<file path="src/hw/rtl/gid_ram.sv">
// ----------------------------------------------------------------------------
// gid_ram
// Generic single write port, single read port RAM with registered read.
// ----------------------------------------------------------------------------
`timescale 1ns / 1ps
`default_nettype none

module gid_ram #(
  parameter int unsigned Width = 8,
  parameter int unsigned Depth = 16,
  localparam int unsigned AddrW = (Depth > 1) ? $clog2(Depth) : 1
) (
  input  wire logic             clk_i,
  input  wire logic             wr_en_i,
  input  wire logic [AddrW-1:0] wr_addr_i,
  input  wire logic [Width-1:0] wr_data_i,
  input  wire logic             rd_en_i,
  input  wire logic [AddrW-1:0] rd_addr_i,
  output logic      [Width-1:0] rd_data_o
);

  logic [Width-1:0] mem_q [Depth];
  logic [Width-1:0] rd_data_q;

  always_ff @(posedge clk_i) begin
    if (wr_en_i) begin
      mem_q[wr_addr_i] <= wr_data_i;
    end
  end

  // read returns the old contents on a same-address write
  always_ff @(posedge clk_i) begin
    if (rd_en_i) begin
      rd_data_q <= mem_q[rd_addr_i];
    end
  end

  assign rd_data_o = rd_data_q;

endmodule

`default_nettype wire

</file>
<file path="config.mk">
export PLATFORM = sky130hd
export DESIGN_NAME = gid_ram
export DESIGN_NICKNAME = d
export VERILOG_FILES = /design/src/hw/rtl/gid_ram.sv
export SDC_FILE = /design/constraint.sdc
export NUM_CORES = 1
export LEC_CHECK = 0
export BUFFER_PORTS_ARGS = -buffer_cell sky130_fd_sc_hd__clkbuf_2
export CAP_MARGIN = 25
export CORE_ASPECT_RATIO = 0.7
export CORE_MARGIN = 1
export CORE_UTILIZATION = 52
export DETAILED_ROUTE_END_ITERATION = 6
export GPL_ROUTABILITY_DRIVEN = 0
export PLACE_DENSITY = 0.69
export SLEW_MARGIN = 20
export SYNTH_ARGS = -nofsm -noshare
export SYNTH_HDL_FRONTEND = slang
export SYNTH_SLANG_ARGS = --single-unit
</file>
<file path="constraint.sdc">
create_clock -name clk_i -period 4.55 [get_ports clk_i]
set_clock_uncertainty 0.05 [all_clocks]
set_input_delay 0.455 -clock clk_i [delete_from_list [all_inputs] [get_ports clk_i]]
set_output_delay 0.455 -clock clk_i [all_outputs]
set_load 0.02 [all_outputs]
</file>
# --- After elaboration in Yosys (flattened, before gate mapping) ---
# Memories as Yosys holds them, arrays and structs flattened. A register that Yosys moved wholly into a read port is not among the register bits.
# Index checks and enable logic that the tools add are counted.
totals:
  reg_bits: 0
  mem_bits_rw: 128
  in_bits: 19
  n_memories: 1
classes:
  n_mux: 2
mem_list:
  columns: ["memory", "depth", "width", "read_ports", "rd_clocked_by_memory_dff", "write_ports", "line_no", "rtl"]
  rows:
  - ["mem_q", 16, 8, 1, 1, 1, "22", "logic [Width-1:0] mem_q [Depth];"]
ops:
  columns: ["cell", "count"]
  rows:
  - ["$mux 1", 2]

# --- Depth between registers and ports, before layout ---
# Gate-level depths: netlist of the first run.
logic_depth:
  ltp_word: 2
  ltp_mapped: 5

# --- Least setup slack after synthesis of the first run ---
# OpenSTA, ideal clock, no wires.
synth_path:
  path_type: "input -> register"
  start: "input port wr_addr_i[2]"
  end: "memory mem_q[0][0], enable pin"
  arrival_ns: 1.565
  slack_ns: 2.552
  path_stages: 2
  cell_sequence: "or3b_2 nor3_1"
synth_lines:
  columns: ["item", "line_no", "rtl"]
  rows:
  - ["from (decl)", "15", "input wire logic [AddrW-1:0] wr_addr_i,"]
  - ["to (decl)", "22", null]
# Straight into the memory's write port.

==> metrics.md, run 1 <==
| Metric | Value |
|---|---|
| Syn Area/Cell | `22.8 sq um` |
| Largest net degree at the start of global routing | `33` |
| Gr usage total | `20.5%` |
| CP max stage delay | `0.60 ns` |
| Yosys top cell area share | `78.1%` |
| Slew Viols, Final | `0` |
| Leak | `about 2.1 nW` |
| Crit path max fanout | `22` |
| Slowest CP cell | `mux4_1` |
| Commonest non-fill, non-tap cell in the layout | `edfxtp_1` |
| Setup crit end kind | `flop` |
| Height of the die | `85.9 um` |
| Status | `complete, no violations` |
| Peak Freq | `481 MHz` |
| Peak VDD IR | `0.346 mV` |
| Starting Density | `53.8%` |
| Die ar. | `10500 sq um` |
| Clock Sinks | `136` |
| CTS Buf Count | `17` |
| I/O Pins | `27` |
| Total gr overflow | `0` |
| Drc violations | `0` |
| Via density | `5.87` |
| CTS Root Cell | `clkbuf_16` |
| DP HPWL | `6030 um` |
| Post-synth top area cell | `edfxtp_1` |
| Initial antenna violation count | `0` |
| Crit-path cells | `clkbuf_2 -> buf_4 -> mux4_1 -> a22oi_1 -> nand2_1` |
| Post-CTS Hold Buffers | `0` |
| Area growth syn-to-layout | `16.8%` |
| Fraction of layout instances using a drive strength above 1 | `between 20 and 30%` |
| Syn Inst Count | `between 200 and 250` |
| Clock buffer depth | `2` |
| Synth area leaders | `edfxtp_1, mux4_2, mux4_1` |
| Clk slew on worst S/H paths | `0.06 ns` |
| Setup_tns | `0 ns` |
| Critical path class | `in2reg` |
| Setup violators final | `0` |
| Final worst slack | `2.47 ns` |
| Max-slew headroom | `32.2%` |
| Critical Path Sink | `rd_data_o[4]$_DFFE_PP_` |
| Number of H-tree levels | `4` |
| R2R cell count | `3` |
| PnR Total Power | `3.00 mW` |
| Via count | `2406` |
| RSZ-0062 raised after global routing | `no` |
| First-pass GRT wire length | `14200 um` |
| Pre-CTS WS | `slightly below 2 ns` |
| Critical Path Source | `rd_addr_i[0]` |
| Final ANT Viol Nets | `0` |
| Required time worst endpoint | `about 4.7 ns` |
| Commonest cells after routing, fill and taps aside | `edfxtp_1, clkbuf_2, mux4_2` |
| Drt total wl | `about 9500 um` |
| Setup bufs post-CTS | `0` |
| Syn Nets | `between 200 and 250` |
| Width of the die | `122 um` |
| CTS tree | `yes` |
| RR Endpoint | `rd_data_o[6]$_DFFE_PP_` |
| Vias in the first global route | `2396` |
| Maxcap violations | `0` |
| Iteration-0 DRC Markers | `197` |
| Sequential area share after synthesis | `between 70% and 80%` |
| Post_cts resized | `0` |
| Cell Area, Synth | `around 5200 sq um` |
| 1st-pass router iterations | `4` |
| Reg2Reg Setup Slack | `2.98 ns` |
| WP data arrival | `2.18 ns` |
| Clk_lat worst skew | `slightly above 0.4 ns` |
| Worst Tran Pin Value | `1.01 ns` |
| Synth unique cells | `18` |
| Number of synthesized register bits | `136` |
| Final period utilization | `45.7%` |
| Ys Warns | `0` |
| Final count of hold timing violations | `0` |
| Port Buffers | `26` |
| Core box area | `9720 sq um` |
| Std cell rows | `30` |
| Nets | `288` |
| PwrDens | `492 nW/um^2` |
| Path type of the worst min-delay path | `in2reg` |
| CP startpoint kind | `input pin` |
| Diode count | `0` |
| Routed wire per std cell | `23.1 um` |
| Reg2Reg Launch Point | `mem_q[10][6]$_DFFE_PP_` |
| Fin crit period | `between 2 and 2.5 ns` |
how the worst min path moves through the flow:
| stage | depth (start not counted) | end | slack, ns | startpoint |
|---|---|---|---|---|
| finish | 1 | rd_data_o[7]$_DFFE_PP_ | 0.42 | rd_en_i |
| detailed placement | 3 | rd_data_o[7]$_DFFE_PP_ | 0.70 | mem_q[15][7]$_DFFE_PP_ |
| global route | 1 | rd_data_o[2]$_DFFE_PP_ | 0.41 | rd_en_i |
| global placement | 3 | rd_data_o[5]$_DFFE_PP_ | 0.69 | mem_q[11][5]$_DFFE_PP_ |
| floorplan | 0 | mem_q[0][0]$_DFFE_PP_ | 0.50 | wr_data_i[0] |
| CTS | 1 | rd_data_o[2]$_DFFE_PP_ | 0.41 | rd_en_i |
power by group:
| part | total, mW | internal (mW) | switching (mW) |
|---|---|---|---|
| clock | 1.46 | 0.967 | 0.489 |
| sequential | 1.42 | 1.41 | 0.00783 |
| combinational | 0.127 | 0.0496 | 0.0775 |
synth_stat cells, drive strengths merged:
master,number
clkdlybuf4s25,3
nand3b,2
nor2,13
a22oi,16
or3b,1
nor2b,1
buf,7
mux4,32
nand2b,2
nand2,9
edfxtp,136
and2b,1
nand3,1
nor3,4
and2,1
registers in the layout (all words and copies together), names as in the netlist:
name / count
rd_data_o: 8
mem_q: 128
critical path: cells and delay by family:
family / cells / cell delay (ns)
buffers and inverters: 2 / 0.77
multiplexers: 1 / 0.60
AO/OA/AOI/OAI: 1 / 0.24
AND/OR/NAND/NOR: 1 / 0.09
layout make-up:
cell class	instances	area [sq um]
clock buffers	18	429
clock inverters	14	205
fillers	640	3620
multi-input cells	83	1060
flip-flops and latches	136	4080
well taps	128	160
repair buffers	31	168
kinds of logic after synthesis:
family                 after synthesis  synth area share, %
AO/OA/AOI/OAI                       16                 2.30
AND/OR/NAND/NOR                     35                 3.14
flip-flops                         136                 78.1
multiplexers                        32                 14.8
buffers and inverters               10                 1.65
metrics by stage:
stage / instances / util [%] / hold slack (ns) / instance area, sq um
floorplan: 229 / - / 0.504 / 5230
global placement: 378 / 56.3 / 0.686 / 5470
detailed placement: 378 / 56.3 / 0.698 / 5470
CTS: 410 / 62.8 / 0.407 / 6100
global route: 410 / 62.8 / 0.413 / 6100
finish: 410 / 62.8 / 0.419 / 6100
metal layers:
metal / share of wire (%) / track usage, % / up-vias
li1: - / - / 1064
met5: 0 / 0 / -
met4: 0.32 / 8.64 / 0
met2: 47 / 28.2 / 79
met1: 48 / 30.3 / 1261
met3: 4.6 / 6.72 / 2
(Power assumes the default switching activity.)
==> run 2: changes to the inputs <==
ABC_AREA = 1   (was not set)
PLACE_DENSITY = 0.72   (was 0.69)
clock period = 1.7 ns   (was 4.55 ns; I/O delays follow)
==> metrics.md, run 2 <==
| Metric | Value |
|---|---|
| Critical path class | `reg2reg` |
| DP HPWL | `~8800 um` |
| CTS tree | `yes` |
| Largest net degree at the start of global routing | `51` |
| Setup crit end kind | `flop` |
| First-pass GRT wire length | `21400 um` |
| Yosys top cell area share | `a little over two thirds` |
| Setup_tns | `0 ns` |
| Syn Nets | `570` |
| Iteration-0 DRC Markers | `619` |
| Peak VDD IR | `0.913 mV` |
| Synth unique cells | `11` |
| CP max stage delay | `0.40 ns` |
| Commonest cells after routing, fill and taps aside | `nand2_1, edfxtp_1, inv_1` |
| Int Power | `6.18 mW` |
| Maxcap violations | `0` |
| Post_cts resized | `0` |
| Crit path max fanout | `1` |
| I/O Pins | `27` |
| Drc violations | `0` |
| Final count of hold timing violations | `0` |
| Required time worst endpoint | `between 1.5 and 2 ns` |
| Fraction of layout instances using a drive strength above 1 | `between 10% and 20%` |
| Port Buffers | `26` |
| Synth cell count leaders | `nand2_1, edfxtp_1, inv_1, nand3_1, nor2_1` |
| Worst Tran Pin Value | `0.605 ns` |
| Leak | `around 2.9 nW` |
| Setup violators final | `0` |
| Slowest CP cell | `edfxtp_1` |
| Std cell rows | `31` |
| Final period utilization | `73.7%` |
| Final worst slack | `0.447 ns` |
| Synth area leaders | `edfxtp_1, nand2_1, nand3_1` |
| Setup bufs post-CTS | `0` |
| Final core utilization | `63.6%` |
| Path type of the worst min-delay path | `in2reg` |
| Status | `complete, no violations` |
| Clk slew on worst S/H paths | `0.06 ns` |
| Pre-CTS WS | `0.259 ns` |
| Nets | `615` |
| Number of synthesized register bits | `136` |
| Commonest non-fill, non-tap cell in the layout | `nand2_1` |
| Routed wire per std cell | `18.2 um` |
| Die ar. | `about 12000 sq um` |
| Final ANT Viol Nets | `0` |
| Slew Viols, Final | `0` |
| Placed Area | `about 6200 sq um` |
| Ys Warns | `0` |
| Clock Sinks | `136` |
| Total gr overflow | `0` |
| Clk_lat worst skew | `0.42 ns` |
| CP startpoint kind | `flop` |
| Reg power frac | `48.5%` |
| Post-synth top area cell | `edfxtp_1` |
| Core box area | `10600 sq um` |
| Drt total wl | `13800 um` |
| Syn Area/Cell | `10.6 sq um` |
| RSZ-0062 raised after global routing | `no` |
| 1st-pass router iterations | `5` |
| WP data arrival | `1.37 ns` |
| Psw | `1.66 mW` |
| Via count | `4030` |
| Clock buffer depth | `2` |
| Clk pwr share | `45.3%` |
| Starting Density | `~55%` |
| Diode count | `0` |
| Peak Freq | `~800 MHz` |
| Cell Area, Synth | `5850 sq um` |
| CTS Buf Count | `17` |
| Fin Hold WS | `0.109 ns` |
| Fin crit period | `around 1.3 ns` |
| CTS Root Cell | `clkbuf_16` |
| Hold_sp | `rd_en_i` |
| Gr usage total | `a little over a quarter` |
| Syn Inst Count | `551` |
| Via density | `5.32` |
| Critical Path Source | `mem_q[13][0]$_DFFE_PP_` |
| Reg2Reg Launch Point | `mem_q[13][0]$_DFFE_PP_` |
| Asr flop ratio synth | `0%` |
| Initial antenna violation count | `0` |
| Largest register FFs | `128` |
| Ys flop type | `edfxtp_1` |
| PwrDens | `1160 nW/um^2` |
| Count leader, synth | `nand2_1` |
| Largest Register | `mem_q` |
| Final Instance Area | `6760 sq um` |
| Number of H-tree levels | `4` |
| Area growth syn-to-layout | `15.6%` |
| Crit-path cells | `inv_1 -> nand2_1 -> nand3_1 -> nand3_1 -> nand3_1 -> nand2_1` |
| Vias in the first global route | `3818` |
| Post-CTS Hold Buffers | `0` |
| Sequential area share after synthesis | `a little over two thirds` |
| Switching power share of the total | `21.1%` |
| Post-synth EDFFs | `around 140` |
| Height of the die | `90.7 um` |
| Most used cell, CP | `nand3_1` |
| Width of the die | `129 um` |
| Max-slew headroom | `59.6%` |
| Logic pwr share | `6.1%` |
[run 2: cell count changes in the layout (fill, tap and decap cells not counted), moves of 4 or more]
cell     previous run  this run
a22oi_1            16         0
buf_4               5        23
inv_1               0       100
mux4_1             14         0
mux4_2             18         0
nand2_1             9       173
nand3_1             1        97
nor2_1             13        17
nor3_1              4         0
[run 2: path summary, 6_finish.rpt]
kind	to	depth (start not counted)	slack [ns]
worst max-delay path	rd_data_o[0]$_DFFE_PP_	6	0.45
worst min-delay path	rd_data_o[3]$_DFFE_PP_	1	0.11
worst max register to register	rd_data_o[0]$_DFFE_PP_	6	0.45
worst min register to register	rd_data_o[0]$_DFFE_PP_	6	0.73
[run 2: power groups by stage]
stage	Clock (mW)	Combinational, mW	Sequential, mW
6_report	3.56	0.479	3.81
5_1_grt	3.72	0.528	3.81
3_5_place_dp	0	0.473	3.87
2_1_floorplan	0	0.265	3.89
3_3_place_gp	0	0.459	3.87
4_1_cts	3.60	0.477	3.81
[run 2: cell type report]
cell class,instances,area [sq um]
Timing Repair Buffer,50,323
Tap cell,148,185
Clock buffer,20,437
Sequential cell,136,4080
Fill cell,856,3870
Multi-Input combinational cell,289,1210
Inverter,102,383
Clock inverter,12,133
[run 2: cell families (layout without fill, tap and decap cells)]
kind of cell	Yosys count	after routing	synth area share [%]
buf+inv	126	184	9.39
simple gates	289	289	20.8
flops	136	136	69.8
[run 2: through the flow]
stage / cells / power (mW)
after floorplan: 551 / 4.15
after global placement: 725 / 4.33
after detailed placement: 725 / 4.35
after CTS: 757 / 7.88
after global routing: 757 / 8.06
final: 757 / 7.84
[run 2: worst max-delay path, delay by kind of cell, from the launching register on]
family / cells / cell delay (ns)
buffers and inverters: 1 / 0.08
flip-flops: 1 / 0.40
AND/OR/NAND/NOR: 5 / 0.47
[run 2: layer usage]
metal  GRT usage (%)  share of wire [%]
met1            38.7                 44
met2            36.9                 44
met3            6.34                 11
met4            9.51                1.4
met5               0                  0
==> run 3: changes to the inputs <==
PLACE_DENSITY = 0.69   (was 0.72)
clock period = 1.22 ns   (was 1.7 ns; I/O delays follow)
==> metrics.md, run 3 (synthesis gave the netlist of run 2 again) <==
| Metric | Value |
|---|---|
| Slew Viols, Final | `0` |
| Final core utilization | `around two thirds` |
| Gr usage total | `25.5%` |
| Largest net degree at the start of global routing | `41` |
| Commonest non-fill, non-tap cell in the layout | `nand2_1` |
| Area growth syn-to-layout | `19.3%` |
| Slowest CP cell | `edfxtp_1` |
| Number of H-tree levels | `4` |
| Largest register FFs | `~130` |
| Drc violations | `0` |
| Final count of hold timing violations | `0` |
| WP data arrival | `1.03 ns` |
| Buf+Inv Stages, Crit Path | `1` |
| Fill count | `848` |
| Met2 track demand over resource | `35.6%` |
| Starting Density | `55.0%` |
| Final period utilization | `98.3%` |
| CTS Root Cell | `clkbuf_16` |
| Width of the die | `129 um` |
| Vias in the first global route | `3786` |
| Clk slew on worst S/H paths | `roughly 0.060 ns` |
| Met1 GRT Util | `37.8%` |
| Via count | `~4000` |
| 1st-pass router iterations | `5` |
| Die ar. | `roughly 12000 sq um` |
| CTS Buf Count | `17` |
| Required time worst endpoint | `1.05 ns` |
| CP startpoint kind | `flop` |
| Initial antenna violation count | `0` |
| Crit path max fanout | `1` |
| Placed Area | `6320 sq um` |
| Leak | `between 3 and 4 nW` |
| Core box area | `10600 sq um` |
| Clock buffer depth | `2` |
| Cell family with most CP delay | `flip-flops` |
| Via density | `5.19` |
| Height of the die | `approximately 90 um` |
| Port Buffers | `26` |
| Std cell rows | `31` |
| Iteration-0 DRC Markers | `478` |
| Status | `complete, no violations` |
| Clk_lat worst skew | `0.43 ns` |
| CTS tree | `yes` |
| Nets | `around 630` |
| I/O Pins | `27` |
| Peak VDD IR | `between 1.5 and 2 mV` |
| Max-slew headroom | `63.9%` |
| Worst Tran Pin Value | `between 0.5 and 0.6 ns` |
| Setup_tns | `0 ns` |
| RSZ-0062 raised after global routing | `yes` |
| Diode count | `0` |
| Critical path class | `reg2out` |
| Commonest cells after routing, fill and taps aside | `nand2_1, edfxtp_1, inv_1` |
| Setup crit end kind | `output port` |
| Largest Register | `mem_q` |
| Clock Sinks | `136` |
| CP max stage delay | `0.42 ns` |
| Drt total wl | `13700 um` |
| Routed wire per std cell | `17.8 um` |
| Fin crit period | `1.20 ns` |
| Maxcap violations | `0` |
| First-pass GRT wire length | `21000 um` |
| GRT Max-Usage Layer | `met1` |
| Final ANT Viol Nets | `0` |
| DP HPWL | `8690 um` |
| Met3 Resource Use GR | `8.18%` |
| PnR Total Power | `11.2 mW` |
| Total gr overflow | `0` |
| Crit-path cells | `clkbuf_2` |
| Peak Freq | `834 MHz` |
| Final Instance Area | `6980 sq um` |
| Path type of the worst min-delay path | `in2reg` |
| Setup violators final | `0` |
| PwrDens | `approximately 1600 nW/um^2` |
| Fraction of layout instances using a drive strength above 1 | `between 10% and 20%` |
run 3: cell types whose count changed in the layout (fill, tap and decap cells not counted), moves of 2 or more:
cell / before / now
clkinvlp_4: 1 / 4
clkinv_1: 4 / 0
inv_1: 100 / 98
inv_2: 2 / 4
buf_12: 1 / 4
clkinv_4: 0 / 4
nand3_2: 0 / 11
nand3_1: 97 / 86
buf_4: 23 / 32
clkbuf_1: 3 / 0
run 3: area by class of cell:
cell class	instances	area [sq um]	share of cell area (%)
clock buffers	17	425	6.10
multi-input cells	289	1270	18.2
flip-flops and latches	136	4080	58.5
well taps	148	185	2.65
repair buffers	62	450	6.46
clock inverters	15	179	2.57
inverters	102	383	5.49
run 3: per-stage QoR:
step / worst slack, ns / hold WS [ns] / cells
floorplan: 0.0972 / 0.171 / 551
global placement: -0.171 / 0.483 / 737
detailed placement: -0.176 / 0.514 / 737
CTS: 0.0139 / 0.0806 / 769
global route: -0.0153 / 0.0653 / 769
finish: 0.0205 / 0.0744 / 769
run 3: worst paths after layout:
kind / start / cells past startpoint / slack (ns) / endpoint
setup / recovery: rd_data_o[0]$_DFFE_PP_ / 1 / 0.02 / rd_data_o[0]
hold / removal: rd_en_i / 1 / 0.07 / rd_data_o[5]$_DFFE_PP_
setup reg to reg: mem_q[13][0]$_DFFE_PP_ / 6 / 0.05 / rd_data_o[0]$_DFFE_PP_
hold reg to reg: mem_q[10][6]$_DFFE_PP_ / 6 / 0.68 / rd_data_o[6]$_DFFE_PP_
run 3: power by group:
part           switching (mW)  internal [mW]  leakage (nW)  total, mW
clock network            1.95           3.21         0.285       5.16
registers              0.0350           5.27          1.24       5.30
logic                   0.500          0.230          1.52      0.730
total                    2.49           8.71          3.04       11.2
run 3: routing by layer:
layer  vias to the layer above  wire length, um
met1                      1877             6410
li1                       1900                -
met5                         -                0
met2                       188             5950
met4                         0              216
met3                        25             1130
run 3: what timing repair did:
item / CTS / global route
setup endpoints to repair: 1 / 7
resized for setup: 1 / 12
buffers inserted: 0 / 0
hold buffers: 0 / 0
hold endpoints to repair: 0 / 0
pin swaps: 0 / 4
