## src/hw/rtl/gid_pkg.sv

```systemverilog
// ----------------------------------------------------------------------------
// gid_pkg
// Shared constants and types for the grouped input debouncer.
// ----------------------------------------------------------------------------
`timescale 1ns / 1ps
`default_nettype none

package gid_pkg;

  localparam int unsigned LANES           = 8;   // inputs per group
  localparam int unsigned GIDX_W          = 4;
  localparam int unsigned GIDX_N          = 1 << GIDX_W;
  localparam int unsigned TIME_W          = 16;
  localparam int unsigned GROUP_COUNT_DEF = 16;
  localparam int unsigned COUNT_W_DEF     = 16;

  // Per-bit status carried between a lane and the merge logic
  typedef struct packed {
    logic level;
    logic mark;
  } lane_flags_t;

endpackage

`default_nettype wire

```

## src/hw/rtl/gid_lane.sv

```systemverilog
// ----------------------------------------------------------------------------
// gid_lane
// Debounce update of one input bit: stable and toggle counters, level and
// chatter mark.
// ----------------------------------------------------------------------------
`timescale 1ns / 1ps
`default_nettype none

module gid_lane #(
  parameter int unsigned CountWidth = 16
) (
  input  wire logic                        changed_i,
  input  wire logic                        sample_i,
  input  wire logic [gid_pkg::TIME_W-1:0]  settle_i,   // never zero
  input  wire gid_pkg::lane_flags_t        flags_i,
  input  wire logic [CountWidth-1:0]       stable_i,
  input  wire logic [CountWidth-1:0]       toggle_i,
  output gid_pkg::lane_flags_t             flags_o,
  output logic      [CountWidth-1:0]       stable_o,
  output logic      [CountWidth-1:0]       toggle_o
);

  import gid_pkg::*;

  localparam int unsigned CmpW = (CountWidth > TIME_W) ? CountWidth : TIME_W;

  logic [CountWidth-1:0] stable_inc;
  logic [CountWidth-1:0] toggle_inc;
  logic [CmpW-1:0]       settle_ext;
  logic [CmpW-1:0]       accept_thr;

  // saturating increments
  assign stable_inc = (stable_i == '1) ? stable_i : stable_i + CountWidth'(1);
  assign toggle_inc = (toggle_i == '1) ? toggle_i : toggle_i + CountWidth'(1);
  assign settle_ext = CmpW'(settle_i);
  assign accept_thr = settle_ext - CmpW'(1);

  always_comb begin
    flags_o  = flags_i;
    stable_o = stable_i;
    toggle_o = toggle_i;
    if (changed_i) begin
      stable_o = '0;
      if (CmpW'(toggle_inc) >= settle_ext) begin
        // only reachable when settle fits in the counter
        toggle_o      = CountWidth'(settle_ext);
        flags_o.mark  = 1'b1;
      end else begin
        toggle_o      = toggle_inc;
        flags_o.mark  = 1'b0;
      end
    end else begin
      toggle_o = '0;
      if (CmpW'(stable_inc) >= accept_thr) begin
        flags_o.level = sample_i;
        stable_o      = stable_i;   // count held once accepted
      end else begin
        stable_o      = stable_inc;
      end
    end
  end

endmodule

`default_nettype wire
```

## config.mk

```make
export PLATFORM = sky130hd
export DESIGN_NAME = gid_lane
export DESIGN_NICKNAME = d
export VERILOG_FILES = /design/src/hw/rtl/gid_pkg.sv /design/src/hw/rtl/gid_lane.sv
export SDC_FILE = /design/constraint.sdc
export NUM_CORES = 1
export LEC_CHECK = 0
export ABC_AREA = 0
export BUFFER_PORTS_ARGS = -buffer_cell sky130_fd_sc_hd__buf_4
export CAP_MARGIN = 5
export CORE_UTILIZATION = 53
export DETAILED_ROUTE_END_ITERATION = 8
export PLACE_DENSITY = 0.85
export SYNTH_ARGS = -nofsm -noshare
export SYNTH_HDL_FRONTEND = slang
export SYNTH_SLANG_ARGS = --single-unit
```

## constraint.sdc

```tcl
create_clock -name vclk -period 4.3
set_input_delay 0.215 -clock vclk [all_inputs]
set_output_delay 0.215 -clock vclk [all_outputs]
set_load 0.01 [all_outputs]
```

# Word level (Yosys, flattened, before mapping)
# Cells that the tools add are included.
[word_totals]
input_bits = 52
register_bits = 0
elab_cells = 17
[op_classes]
eq_ne = 2
n_lt_le_gt_ge = 2
n_addsub = 3
mux = 10
[ops]
columns = ["cell", "count"]
rows = [
  ["$mux 16", 6],
  ["$add 16x1->16 const B", 2],
  ["$eq 16x16->1 const B", 2],
  ["$ge 16x16->1", 2],
  ["$sub 16x1->16 const B", 1],
  ["$mux 1", 4],
]

# Logic depth before layout (Yosys ltp)
# Gate-level depths: netlist (run 1).
[logic_depth]
word_depth = 5
mapped_depth = 19
ltp_nobuf = 14

# Worst setup path before layout (run 1)
# No wires, ideal clock.
[synth_timing]
path_kind = "input -> output"
from = "in stable_i[3]"
to = "out stable_o[2]"
n_path_buf = 5
stages = 19
t_arrival_ns = 3.319
slack_ns = 0.766
path_cell_list = "buf_2 -> and4_4 -> nand4_1 -> or3_1 -> buf_6 -> and2_4 -> buf_6 -> nand2_1 -> xnor2_1 -> ha_1 -> a21oi_1 -> o21ai_0 -> a21oi_1 -> o21ai_0 -> a21oi_1 -> buf_2 -> buf_2 -> a21oi_1 -> a211oi_1"
[synth_between]
elab_chain_cells = 5
word_cells_on_any_way = 6
cone_classes = "1 x add/sub; 1 x order compare; 1 x eq/ne; 3 x mux"
[synth_rtl]
columns = ["element", "line", "source"]
rows = [
  ["from (decl)", "gid_lane.sv:16", "input wire logic [CountWidth-1:0] stable_i,"],
  ["$add 16x1->16 / $eq 16x16->1 (equally long branches)", "gid_lane.sv:33", "assign stable_inc = (stable_i == '1) ? stable_i : stable_i + CountWidth'(1);"],
  ["$mux 16 *", "gid_lane.sv:33", ""],
  ["$ge 16x16->1", "gid_lane.sv:54", "if (CmpW'(stable_inc) >= accept_thr) begin"],
  ["$mux 16 *", "gid_lane.sv:54", ""],
  ["$mux 16 *", "gid_lane.sv:42", "if (changed_i) begin"],
  ["to (decl)", "gid_lane.sv:19", "output logic [CountWidth-1:0] stable_o,"],
]
# Every way passes the cells marked *; elsewhere a longest branch is shown, timed or not.

# Final worst setup path (run 1)
[layout_timing]
from = "in toggle_i[0]"
to = "out toggle_o[12]"
[layout_between]
elab_chain_cells = 5
word_cells_on_any_way = 6
cone_classes = "1 x add/sub; 1 x order compare; 1 x eq/ne; 3 x mux"
[layout_rtl]
columns = ["element", "line", "source"]
rows = [
  ["from (decl)", "gid_lane.sv:17", "input wire logic [CountWidth-1:0] toggle_i,"],
  ["$add 16x1->16 / $eq 16x16->1 (equally long branches)", "gid_lane.sv:34", "assign toggle_inc = (toggle_i == '1) ? toggle_i : toggle_i + CountWidth'(1);"],
  ["$mux 16 *", "gid_lane.sv:34", ""],
  ["$ge 16x16->1", "gid_lane.sv:44", "if (CmpW'(toggle_inc) >= settle_ext) begin"],
  ["$mux 16 *", "gid_lane.sv:44", ""],
  ["$mux 16 *", "gid_lane.sv:42", ""],
  ["to (decl)", "gid_lane.sv:20", "output logic [CountWidth-1:0] toggle_o"],
]
# Marks and branches as above.

==> results of run 1 <==
[cell usage in the layout (no fill, tap or decap), drive strengths merged, types with 6 or more instances in the layout]
cell type | synthesis | layout
nand2 | 26 | 26
nand3 | 15 | 15
o21ai | 7 | 7
nor2 | 32 | 32
a21oi | 20 | 20
a21o | 6 | 6
ha | 35 | 35
nand4 | 15 | 15
xnor2 | 28 | 28
inv | 18 | 18
nor2b | 24 | 24
nor3 | 8 | 8
buf | 7 | 89
and3 | 7 | 7
mux2i | 20 | 20
mux2 | 11 | 11
[path summary, 6_finish.rpt]
path	from	to	slack, ns	depth (start not counted)
max	toggle_i[0]	toggle_o[12]	0.46	17
min	flags_i[1]	flags_o[1]	0.72	3
[cell type report]
class	instances	area, sq um
fillers	351	1120
repair buffers	89	668
multi-input cells	297	2160
well taps	50	62.6
inverters	18	67.6
[worst max-delay path, cell delays in order]
cell      delay, ns
buf_4          0.10
ha_1           0.17
and3_1         0.24
nor2b_1        0.28
nand4_1        0.40
nand3_1        0.24
xnor2_1        0.11
ha_1           0.19
a21o_1         0.15
a21o_1         0.17
a221o_1        0.33
a31oi_1        0.17
o21a_1         0.17
buf_4          0.22
nor2_1         0.06
a311oi_1       0.24
buf_4          0.16
[power by group]
part	switching (mW)	total, mW	internal [mW]
registers	0	0	0
logic	0.157	0.313	0.155
clock network	0	0	0
total	0.157	0.313	0.155
[metal layers]
metal | global-route usage (%) | part of all wire (%) | vias up
met5 | 0 | 0 | -
met1 | 33.7 | 47 | 1184
met2 | 46.0 | 49 | 58
li1 | - | - | 1345
met4 | 3.91 | 0.34 | 0
met3 | 0.667 | 3.4 | 2
[metrics by stage]
| step | power, mW | hold slack, ns | utilization [%] |
|---|---|---|---|
| floorplan | 0.184 | 0.541 | - |
| finish | 0.313 | 0.723 | 72.5 |
| CTS | 0.312 | 0.723 | 72.5 |
| global route | 0.344 | 0.754 | 72.5 |
| global placement | 0.301 | 0.719 | 72.5 |
| detailed placement | 0.310 | 0.719 | 72.5 |
[kinds of logic after synthesis]
kind of cell / share of synthesized area, %
AO/OA/AOI/OAI: 16.3
XOR/XNOR: 11.4
adder cells (fa/ha/maj): 19.0
buffers and inverters: 6.34
multiplexers: 14.4
AND/OR/NAND/NOR: 32.7
==> impl_summary.log, run 1 <==
[metrics] signed area change from the synthesized netlist to the final layout: 28.2%
[metrics] post-synthesis sequential area ratio: 0%
[metrics] final weighted congestion in routability-driven placement: 0.869
[metrics] total vias in the final route: 2589
[metrics] cell area after layout: 2960 sq um
[metrics] HPWL after detailed placement: 5180 microns
[metrics] worst-margin pin slew: 0.428 ns
[metrics] final sequential cell count: 0
[metrics] final worst setup slack: 0.464 ns
[metrics] number of cells produced by synthesis: 329
[metrics] Hold Fails Final Rpt: 0
[metrics] total inserted antenna cells: 0
[metrics] status: complete, no violations
[metrics] antenna violations before repair: 0
[metrics] instance area after placement: 2960 sq um
[metrics] Setup WS pre-CTS: 0.481 ns
[metrics] setup violators final: 0
[metrics] first-pass GRT wire length: 9540 microns
[metrics] library cell with the highest instance count after synthesis: ha_1
[metrics] post-route minimum period: 3.84 ns
[metrics] classification of the worst setup path: in -> out
[metrics] Initial Utilization: 56.5%
[metrics] number of distinct library cell variants in the gate-level netlist after synthesis: 46
[metrics] number of rows created at floorplan: 23
[metrics] synthesized netlist net count: 416
[metrics] cell accounting for the most synthesized area: ha_1
[metrics] GRT Resource Usage Total: 25.4%
[metrics] Nets: 493
[metrics] Static Leak: 1.47 nW
[metrics] final number of max-transition violations: 0
[metrics] vias in the first global route: 2308
[metrics] first-pass iteration count of the detailed router: 5
[metrics] number of max-capacitance violations reported: 0
[metrics] most numerous cell types in the synthesized netlist: ha_1 (35), nor2_1 (32), xnor2_1 (28), nand2_1 (26), nor2b_1 (22)
[metrics] Avg Inst Size Synth: 7.02 sq um
[metrics] Worst Path Arrival: 3.62 ns
[metrics] aggregate global routing overflow: 0
[metrics] Initial DRC Count: 82
[metrics] headroom to the max-slew limit: 71.2%
[metrics] final routed wire length divided by cell count: 13.5 microns
[metrics] total number of yosys warnings: 0
[metrics] post-synth design cell area: 2310 sq um
[metrics] worst endpoint required time: 4.09 ns
[metrics] Worst Setup End Kind: output pin
[metrics] drt drc: 0
[metrics] core outline area: 4090 sq um
[metrics] count of buffers from port buffering: 86
[metrics] worst ir drop on vdd: 0.0724 mV
[metrics] critical path peak fanout: 10
[metrics] share of the clock period used by the worst path after layout: 89.2%
[metrics] ranking of synthesized cells by area: ha_1 (19%), xnor2_1 (11%), mux2i_1 (8.7%)
[metrics] mean number of vias per cell: 5.70
[metrics] fraction of layout instances using a drive strength above 1: 25.2%
[metrics] sort of element at the start of the critical path: input port
[metrics] unrepaired setup endpoints after global routing: false
[metrics] number of top-level pins: 86
[metrics] setup TNS: 0 ns
[metrics] Sequential cell area: 0 sq um
[metrics] clock buffer count in the final layout: 0
[metrics] Tightest Hold Check Type: in -> out
[metrics] Setup Buffers After CTS: 0
[metrics] maximum number of pins on one net before global-route repair: 39
[metrics] total die area: 4630 sq um
[metrics] PostCTS Resize Cnt: 0
[metrics] maximum frequency from static timing analysis: 0.261 GHz
[metrics] cell count after placement: 454
[metrics] wire length reported by the detailed router: 6110 microns
[metrics] non-filler instance count after layout: 454
[metrics] vertical die dimension: 68.0 microns
[metrics] total of hold buffers inserted after clock tree synthesis: 0
[metrics] remaining antenna violation count: 0
[metrics] top cell type's share of synthesized area: 19.0%
[metrics] horizontal die dimension: 68.0 microns
[metrics] power density over cell area: 106 nW/um^2
(Power assumes the default switching activity.)
==> inputs of run 2 (changes only) <==
--- a/config.mk
+++ b/config.mk
@@ -5,10 +5,10 @@
 export SDC_FILE = /design/constraint.sdc
 export NUM_CORES = 1
 export LEC_CHECK = 0
-export ABC_AREA = 0
+export ABC_AREA = 1
 export BUFFER_PORTS_ARGS = -buffer_cell sky130_fd_sc_hd__buf_4
 export CAP_MARGIN = 5
-export CORE_UTILIZATION = 53
+export CORE_UTILIZATION = 55
 export DETAILED_ROUTE_END_ITERATION = 8
 export PLACE_DENSITY = 0.85
 export SYNTH_ARGS = -nofsm -noshare
==> impl_summary.log, run 2 <==
[metrics] Avg Inst Size Synth: 5.55 sq um (was 7.02 sq um)
[metrics] setup violators final: 0 (unchanged)
[metrics] setup TNS: 0 ns (unchanged)
[metrics] horizontal die dimension: 72.6 microns (was 68.0 microns)
[metrics] critical hold path startpoint: flags_i[1] (unchanged)
[metrics] library cell with the highest instance count after synthesis: nand2_1 (was ha_1)
[metrics] clock buffer count in the final layout: 0 (unchanged)
[metrics] ranking of synthesized cells by area: nand2_1 (19%), ha_1 (16%), nand4_1 (11%) (was ha_1 (19%), xnor2_1 (11%), mux2i_1 (8.7%))
[metrics] worst hold path cell count: 4 (was 3)
[metrics] total inserted antenna cells: 0 (unchanged)
[metrics] total vias in the final route: 3542 (was 2589)
[metrics] share of the clock period used by the worst path after layout: 79.8% (was 89.2%)
[metrics] GRT Resource Usage Total: 31.6% (was 25.4%)
[metrics] Initial Utilization: 57.7% (was 56.5%)
[metrics] cell area after layout: 3360 sq um (was 2960 sq um)
[metrics] met1 routing resource usage after global routing: 46.7% (was 33.7%)
[metrics] total die area: 5270 sq um (was 4630 sq um)
[metrics] antenna violations before repair: 0 (unchanged)
[metrics] Nets: 657 (was 493)
[metrics] headroom to the max-slew limit: 42.7% (was 71.2%)
[metrics] final weighted congestion in routability-driven placement: 0.902 (was 0.869)
[metrics] GR Layer Usage met2: 53.4% (was 46.0%)
[metrics] worst-margin pin slew: 0.854 ns (was 0.428 ns)
[metrics] unrepaired setup endpoints after global routing: false (unchanged)
[metrics] HPWL after detailed placement: 6960 microns (was 5180 microns)
[metrics] met3 usage: 0.967% (was 0.667%)
[metrics] worst ir drop on vdd: 0.0735 mV (was 0.0724 mV)
[metrics] maximum number of pins on one net before global-route repair: 36 (was 39)
[metrics] most common cell after layout, fill and taps aside: nand2_1 (was buf_4)
[metrics] first-pass iteration count of the detailed router: 6 (was 5)
[metrics] top library cells by usage in the layout, fill and taps aside: nand2_1 (141), buf_4 (89), inv_1 (60) (was buf_4 (89), ha_1 (35), nor2_1 (32))
[metrics] PostCTS Resize Cnt: 0 (unchanged)
[metrics] part of the power in combinational logic: 100.0% (about the same)
[metrics] Sequential cell area: 0 sq um (unchanged)
[metrics] internal power component: 0.155 mW (about the same)
[metrics] top cell type's share of synthesized area: 19.3% (was 19.0%)
[metrics] mean number of vias per cell: 5.58 (was 5.70)
[metrics] remaining antenna violation count: 0 (unchanged)
[metrics] total number of yosys warnings: 0 (unchanged)
[metrics] critical path peak fanout: 18 (was 10)
[metrics] switching share of total power: 57.4% (was 50.4%)
[metrics] final routed wire length divided by cell count: 13.1 microns (was 13.5 microns)
[metrics] Worst Setup End Kind: output pin (unchanged)
[metrics] count of buffers from port buffering: 86 (unchanged)
[metrics] number of distinct library cell variants in the gate-level netlist after synthesis: 31 (was 46)
[metrics] drt drc: 0 (unchanged)
[metrics] classification of the worst setup path: in -> out (unchanged)
[metrics] total of hold buffers inserted after clock tree synthesis: 0 (unchanged)
[metrics] Tightest Hold Check Type: in -> out (unchanged)
[metrics] maximum frequency from static timing analysis: 0.291 GHz (was 0.261 GHz)
[metrics] number of rows created at floorplan: 25 (was 23)
[metrics] aggregate global routing overflow: 0 (unchanged)
[metrics] Seq pwr share: 0% (about the same)
[metrics] final sequential cell count: 0 (unchanged)
[metrics] post-route minimum period: 3.43 ns (was 3.84 ns)
[metrics] Hold Fails Final Rpt: 0 (unchanged)
[metrics] number of cells produced by synthesis: 494 (was 329)
[metrics] busiest layer in global routing: met2 (unchanged)
[metrics] number of max-capacitance violations reported: 0 (unchanged)
[metrics] post-synth design cell area: 2740 sq um (was 2310 sq um)
[metrics] Initial DRC Count: 239 (was 82)
[metrics] synthesized netlist net count: 581 (was 416)
[metrics] vias in the first global route: 3091 (was 2308)
[metrics] cell accounting for the most synthesized area: nand2_1 (was ha_1)
[metrics] wire length reported by the detailed router: 8290 microns (was 6110 microns)
[metrics] number of top-level pins: 86 (unchanged)
[metrics] signed area change from the synthesized netlist to the final layout: 22.7% (was 28.2%)
[metrics] final number of max-transition violations: 0 (unchanged)
[metrics] Worst Path Arrival: 3.22 ns (was 3.62 ns)
[metrics] power density over cell area: 108 nW/um^2 (was 106 nW/um^2)
[metrics] core outline area: 4750 sq um (was 4090 sq um)
[metrics] sort of element at the start of the critical path: input port (unchanged)
[metrics] vertical die dimension: 72.6 microns (was 68.0 microns)
[metrics] first-pass GRT wire length: 13800 microns (was 9540 microns)
[metrics] most numerous cell types in the synthesized netlist: nand2_1 (141), inv_1 (60), nand3_1 (58), nand4_1 (47), nor2_1 (41) (was ha_1 (35), nor2_1 (32), xnor2_1 (28), nand2_1 (26), nor2b_1 (22))
[metrics] Setup Buffers After CTS: 0 (unchanged)
[metrics] Static Leak: 1.94 nW (was 1.47 nW)
[metrics] fraction of layout instances using a drive strength above 1: 22.0% (was 25.2%)
[metrics] Psw: 0.209 mW (was 0.157 mW)
[metrics] post-synthesis sequential area ratio: 0% (unchanged)
[metrics] clock group share of total power: 0% (about the same)
[metrics] instance area after placement: 3360 sq um (was 2960 sq um)
[metrics] final cell utilization of the core: 70.7% (was 72.5%)
[metrics] footprint of the multi-input gates: 2370 sq um (was 2160 sq um)
[metrics] worst endpoint required time: 4.09 ns (about the same)
[metrics] status: complete, no violations (unchanged)
[metrics] Worst Hold Path EP: flags_o[1] (unchanged)
[metrics] fill cell instance count of the final layout: 505 (was 351)
==> run 2: cell types whose count changed in the layout (fill, tap and decap cells not counted), sizes merged, moves of 7 or more <==
| cell | delta |
|---|---|
| mux2i | -20 |
| xor2 | +16 |
| xnor2 | -23 |
| mux2 | -11 |
| nand4 | +32 |
| and3 | -7 |
| nor2 | +17 |
| nand3 | +44 |
| nor2b | -24 |
| inv | +46 |
| nand2 | +137 |
==> run 2: layout make-up <==
cell class	instances	share of cell area (%)
Multi-Input combinational cell	414	70.4
Tap cell	67	2.49
Timing Repair Buffer	89	19.9
Inverter	65	7.25
==> run 2: worst max path at each step <==
| stage | startpoint | to | slack [ns] | cells after the start |
|---|---|---|---|---|
| after floorplan | settle_i[0] | stable_o[12] | 1.70 | 17 |
| after global placement | stable_i[0] | stable_o[8] | 1.10 | 20 |
| after detailed placement | settle_i[0] | flags_o[1] | 0.90 | 19 |
| after CTS | settle_i[0] | flags_o[1] | 0.90 | 19 |
| after global routing | settle_i[0] | flags_o[1] | 0.41 | 19 |
| final | settle_i[0] | stable_o[9] | 0.87 | 18 |
==> run 2: routing by layer <==
layer / part of all wire [%] / vias to the layer above
met2: 47 / 135
met3: 6.4 / 2
met5: 0 / -
li1: - / 1797
met4: 0.084 / 0
met1: 47 / 1608
==> run 2: kinds of logic after synthesis <==
family / Yosys count / share of synthesized area (%)
adders and majority gates: 35 / 16.0
buffers and inverters: 80 / 13.6
xor gates and xnor gates: 23 / 7.35
AOI/OAI and AO/OA: 28 / 5.61
and+or+nand+nor: 328 / 57.4
==> run 2: stage by stage <==
step,hold slack (ns),instances,power [mW],worst slack [ns]
after floorplan,0.548,494,0.214,1.70
after global placement,0.699,635,0.350,1.10
after detailed placement,0.704,635,0.361,0.901
after CTS,0.704,635,0.362,0.899
after global routing,0.747,635,0.405,0.406
final,0.702,635,0.364,0.867
==> run 2: critical path, cell delays in order <==
cell and delay [ns]:
buf_4 0.12, inv_1 0.10, ha_1 0.21, nand3_1 0.12, nor2_1 0.19, nand2_1 0.15, nor3_1 0.23, nand2_1 0.10
xor2_1 0.14, inv_1 0.06, ha_1 0.27, nand4_1 0.13, nor3_1 0.22, nand2_2 0.26, nand2_2 0.35, nand3_1 0.11
nand2_1 0.11, buf_4 0.12
==> run 2: power groups by stage <==
stage | clock [mW] | sequential [mW] | combinational (mW)
finish | 0 | 0 | 0.364
global route | 0 | 0 | 0.405
CTS | 0 | 0 | 0.362
detailed placement | 0 | 0 | 0.361
global placement | 0 | 0 | 0.350
floorplan | 0 | 0 | 0.214
==> inputs of run 3 (changes only) <==
--- a/config.mk
+++ b/config.mk
@@ -5,10 +5,10 @@
 export SDC_FILE = /design/constraint.sdc
 export NUM_CORES = 1
 export LEC_CHECK = 0
-export ABC_AREA = 1
+export ABC_AREA = 0
 export BUFFER_PORTS_ARGS = -buffer_cell sky130_fd_sc_hd__buf_4
 export CAP_MARGIN = 5
-export CORE_UTILIZATION = 55
+export CORE_UTILIZATION = 53
 export DETAILED_ROUTE_END_ITERATION = 8
 export PLACE_DENSITY = 0.85
 export SYNTH_ARGS = -nofsm -noshare
==> constraint.sdc (replaced) <==
create_clock -name vclk -period 3.5
set_input_delay 0.175 -clock vclk [all_inputs]
set_output_delay 0.175 -clock vclk [all_outputs]
set_load 0.01 [all_outputs]
==> impl_summary.log, run 3 (synthesized netlist as in run 1, its figures left out) <==
[metrics] Worst Hold Path EP: flags_o[1] (unchanged)
[metrics] Hold Fails Final Rpt: 0 (unchanged)
[metrics] final routed wire length divided by cell count: 15.2 microns (was 13.1 microns)
[metrics] cell area after layout: 3260 sq um (was 3360 sq um)
[metrics] setup TNS: 0 ns (unchanged)
[metrics] headroom to the max-slew limit: 70.6% (was 42.7%)
[metrics] number of max-capacitance violations reported: 0 (unchanged)
[metrics] clock buffer count in the final layout: 0 (unchanged)
[metrics] met1 routing resource usage after global routing: 36.9% (was 46.7%)
[metrics] footprint of the multi-input gates: 2250 sq um (was 2370 sq um)
[metrics] switching share of total power: 48.8% (was 57.4%)
[metrics] Initial DRC Count: 159 (was 239)
[metrics] busiest layer in global routing: met2 (unchanged)
[metrics] slowest stage delay, CP: 0.38 ns (was 0.35 ns)
[metrics] final cell utilization of the core: 79.7% (was 70.7%)
[metrics] internal power component: 0.226 mW (was 0.155 mW)
[metrics] Tightest Hold Check Type: in -> out (unchanged)
[metrics] post-route minimum period: 3.45 ns
[metrics] signed area change from the synthesized netlist to the final layout: 41.0% (was 22.7%)
[metrics] aggregate global routing overflow: 0 (unchanged)
[metrics] maximum frequency from static timing analysis: 0.290 GHz
[metrics] Seq pwr share: 0% (about the same)
[metrics] Setup WS pre-CTS: -0.0350 ns (was 0.901 ns)
[metrics] number of top-level pins: 86 (unchanged)
[metrics] sort of element at the start of the critical path: input port (unchanged)
[metrics] antenna violations before repair: 0 (unchanged)
[metrics] most common cell after layout, fill and taps aside: buf_4 (was nand2_1)
[metrics] worst-margin pin slew: 0.437 ns (was 0.854 ns)
[metrics] fill cell instance count of the final layout: 284 (was 505)
[metrics] library cell contributing the largest single delay on the critical path: or3_4 (was nand2_2)
[metrics] Static Leak: 1.60 nW (was 1.94 nW)
[metrics] Initial Utilization: 56.5% (was 57.7%)
[metrics] count of buffers from port buffering: 86 (unchanged)
[metrics] Nets: 512 (was 657)
[metrics] fraction of layout instances using a drive strength above 1: 32.9% (was 22.0%)
[metrics] final weighted congestion in routability-driven placement: 0.886 (was 0.902)
[metrics] mean number of vias per cell: 6.00 (was 5.58)
[metrics] part of the power in combinational logic: 100.0% (about the same)
[metrics] GRT Resource Usage Total: 27.5% (was 31.6%)
[metrics] critical path peak fanout: 11 (was 18)
[metrics] vias in the first global route: 2419 (was 3091)
[metrics] share of the clock period used by the worst path after layout: 98.5%
[metrics] final number of max-transition violations: 0 (unchanged)
[metrics] non-filler instance count after layout: 473 (was 635)
[metrics] met3 usage: 0.333% (was 0.967%)
[metrics] final worst setup slack: 0.0535 ns (was 0.867 ns)
[metrics] total vias in the final route: 2840 (was 3542)
[metrics] setup violators final: 0 (unchanged)
[metrics] total of hold buffers inserted after clock tree synthesis: 0 (unchanged)
[metrics] final sequential cell count: 0 (unchanged)
[metrics] status: complete, no violations (unchanged)
[metrics] number of rows created at floorplan: 23 (was 25)
[metrics] core outline area: 4090 sq um (was 4750 sq um)
[metrics] worst ir drop on vdd: 0.0944 mV (was 0.0735 mV)
[metrics] vertical die dimension: 68.0 microns (was 72.6 microns)
[metrics] Sequential cell area: 0 sq um (unchanged)
[metrics] Tot Pwr: 0.441 mW (was 0.364 mW)
[metrics] wire length reported by the detailed router: 7200 microns (was 8290 microns)
[metrics] worst hold path cell count: 3 (was 4)
[metrics] power density over cell area: 135 nW/um^2 (was 108 nW/um^2)
[metrics] top library cells by usage in the layout, fill and taps aside: buf_4 (102), ha_1 (34), nor2_1 (32) (was nand2_1 (141), buf_4 (89), inv_1 (60))
[metrics] classification of the worst setup path: in -> out (unchanged)
[metrics] drt drc: 0 (unchanged)
[metrics] worst endpoint required time: 3.32 ns (was 4.09 ns)
[metrics] cell-by-cell listing of the critical path: buf_4 > and4_4 > nand4_1 > or3_4 > and2_4 > nand4_2 > xnor2_1 > ha_1 > a21oi_1 > o21ai_0 > a21oi_1 > o21ai_2 > a21oi_2 > buf_12 > nor2b_2 > mux2_4 > buf_4 (was buf_4 > inv_1 > ha_1 > nand3_1 > nor2_1 > nand2_1 > nor3_1 > nand2_1 > xor2_1 > inv_1 > ha_1 > nand4_1 > nor3_1 > nand2_2 > nand2_2 > nand3_1 > nand2_1 > buf_4)
[metrics] GR Layer Usage met2: 51.0% (was 53.4%)
[metrics] first-pass GRT wire length: 10300 microns (was 13800 microns)
[metrics] first-pass iteration count of the detailed router: 5 (was 6)
[metrics] Psw: 0.215 mW (was 0.209 mW)
[metrics] cell count after placement: 468 (was 635)
[metrics] critical hold path startpoint: flags_i[1] (unchanged)
[metrics] Worst Path Arrival: 3.27 ns (was 3.22 ns)
[metrics] maximum number of pins on one net before global-route repair: 39 (was 36)
[metrics] Bufs and invs on worst path: 3 (was 4)
[metrics] remaining antenna violation count: 0 (unchanged)
[metrics] post-route worst hold slack: 0.641 ns (was 0.702 ns)
[metrics] gate family responsible for the most delay along the worst path: simple AND/OR/NAND/NOR gates (unchanged)
[metrics] instance area after placement: 3090 sq um (was 3360 sq um)
[metrics] clock group share of total power: 0% (about the same)
[metrics] horizontal die dimension: 68.0 microns (was 72.6 microns)
[metrics] HPWL after detailed placement: 5360 microns (was 6960 microns)
[metrics] Worst Setup End Kind: output pin (unchanged)
[metrics] total die area: 4630 sq um (was 5270 sq um)
[metrics] total inserted antenna cells: 0 (unchanged)
==> run 3: changes by cell type in the layout (fill, tap and decap cells not counted), sizes merged, moves of 7 or more <==
cell,delta
mux2i,+20
nand4,-32
nand2,-137
buf,+17
nor2b,+24
nor2,-17
xor2,-16
nand3,-44
xnor2,+23
and3,+7
mux2,+11
inv,-46
==> run 3: worst max-delay path by stage <==
| stage | cells past startpoint | to | startpoint |
|---|---|---|---|
| 2_1_floorplan | 19 | stable_o[2] | stable_i[3] |
| 3_3_place_gp | 14 | stable_o[5] | stable_i[4] |
| 3_5_place_dp | 14 | stable_o[5] | stable_i[4] |
| 4_1_cts | 18 | toggle_o[12] | toggle_i[0] |
| 5_1_grt | 16 | stable_o[5] | settle_i[8] |
| 6_report | 17 | stable_o[5] | stable_i[4] |
==> run 3: layout make-up <==
| class | instances | area share, % |
|---|---|---|
| well taps | 50 | 1.92 |
| repair buffers | 108 | 27.0 |
| multi-input cells | 297 | 69.0 |
| inverters | 18 | 2.08 |
==> run 3: metal layers <==
| metal | up-vias | share of wire [%] |
|---|---|---|
| met5 | - | 0 |
| met4 | 0 | 1.1 |
| met3 | 18 | 5.0 |
| met2 | 105 | 51 |
| met1 | 1336 | 43 |
| li1 | 1381 | - |
==> run 3: power groups by stage <==
stage	clock [mW]	sequential [mW]	combinational, mW
finish	0	0	0.441
global route	0	0	0.481
CTS	0	0	0.397
detailed placement	0	0	0.395
global placement	0	0	0.385
floorplan	0	0	0.226
==> run 3: repair_timing <==
action	4_1_cts	5_1_grt
gates resized for setup	1	22
pin swaps	2	9
gates cloned	0	2
setup buffers	0	3
setup endpoints to repair	4	29
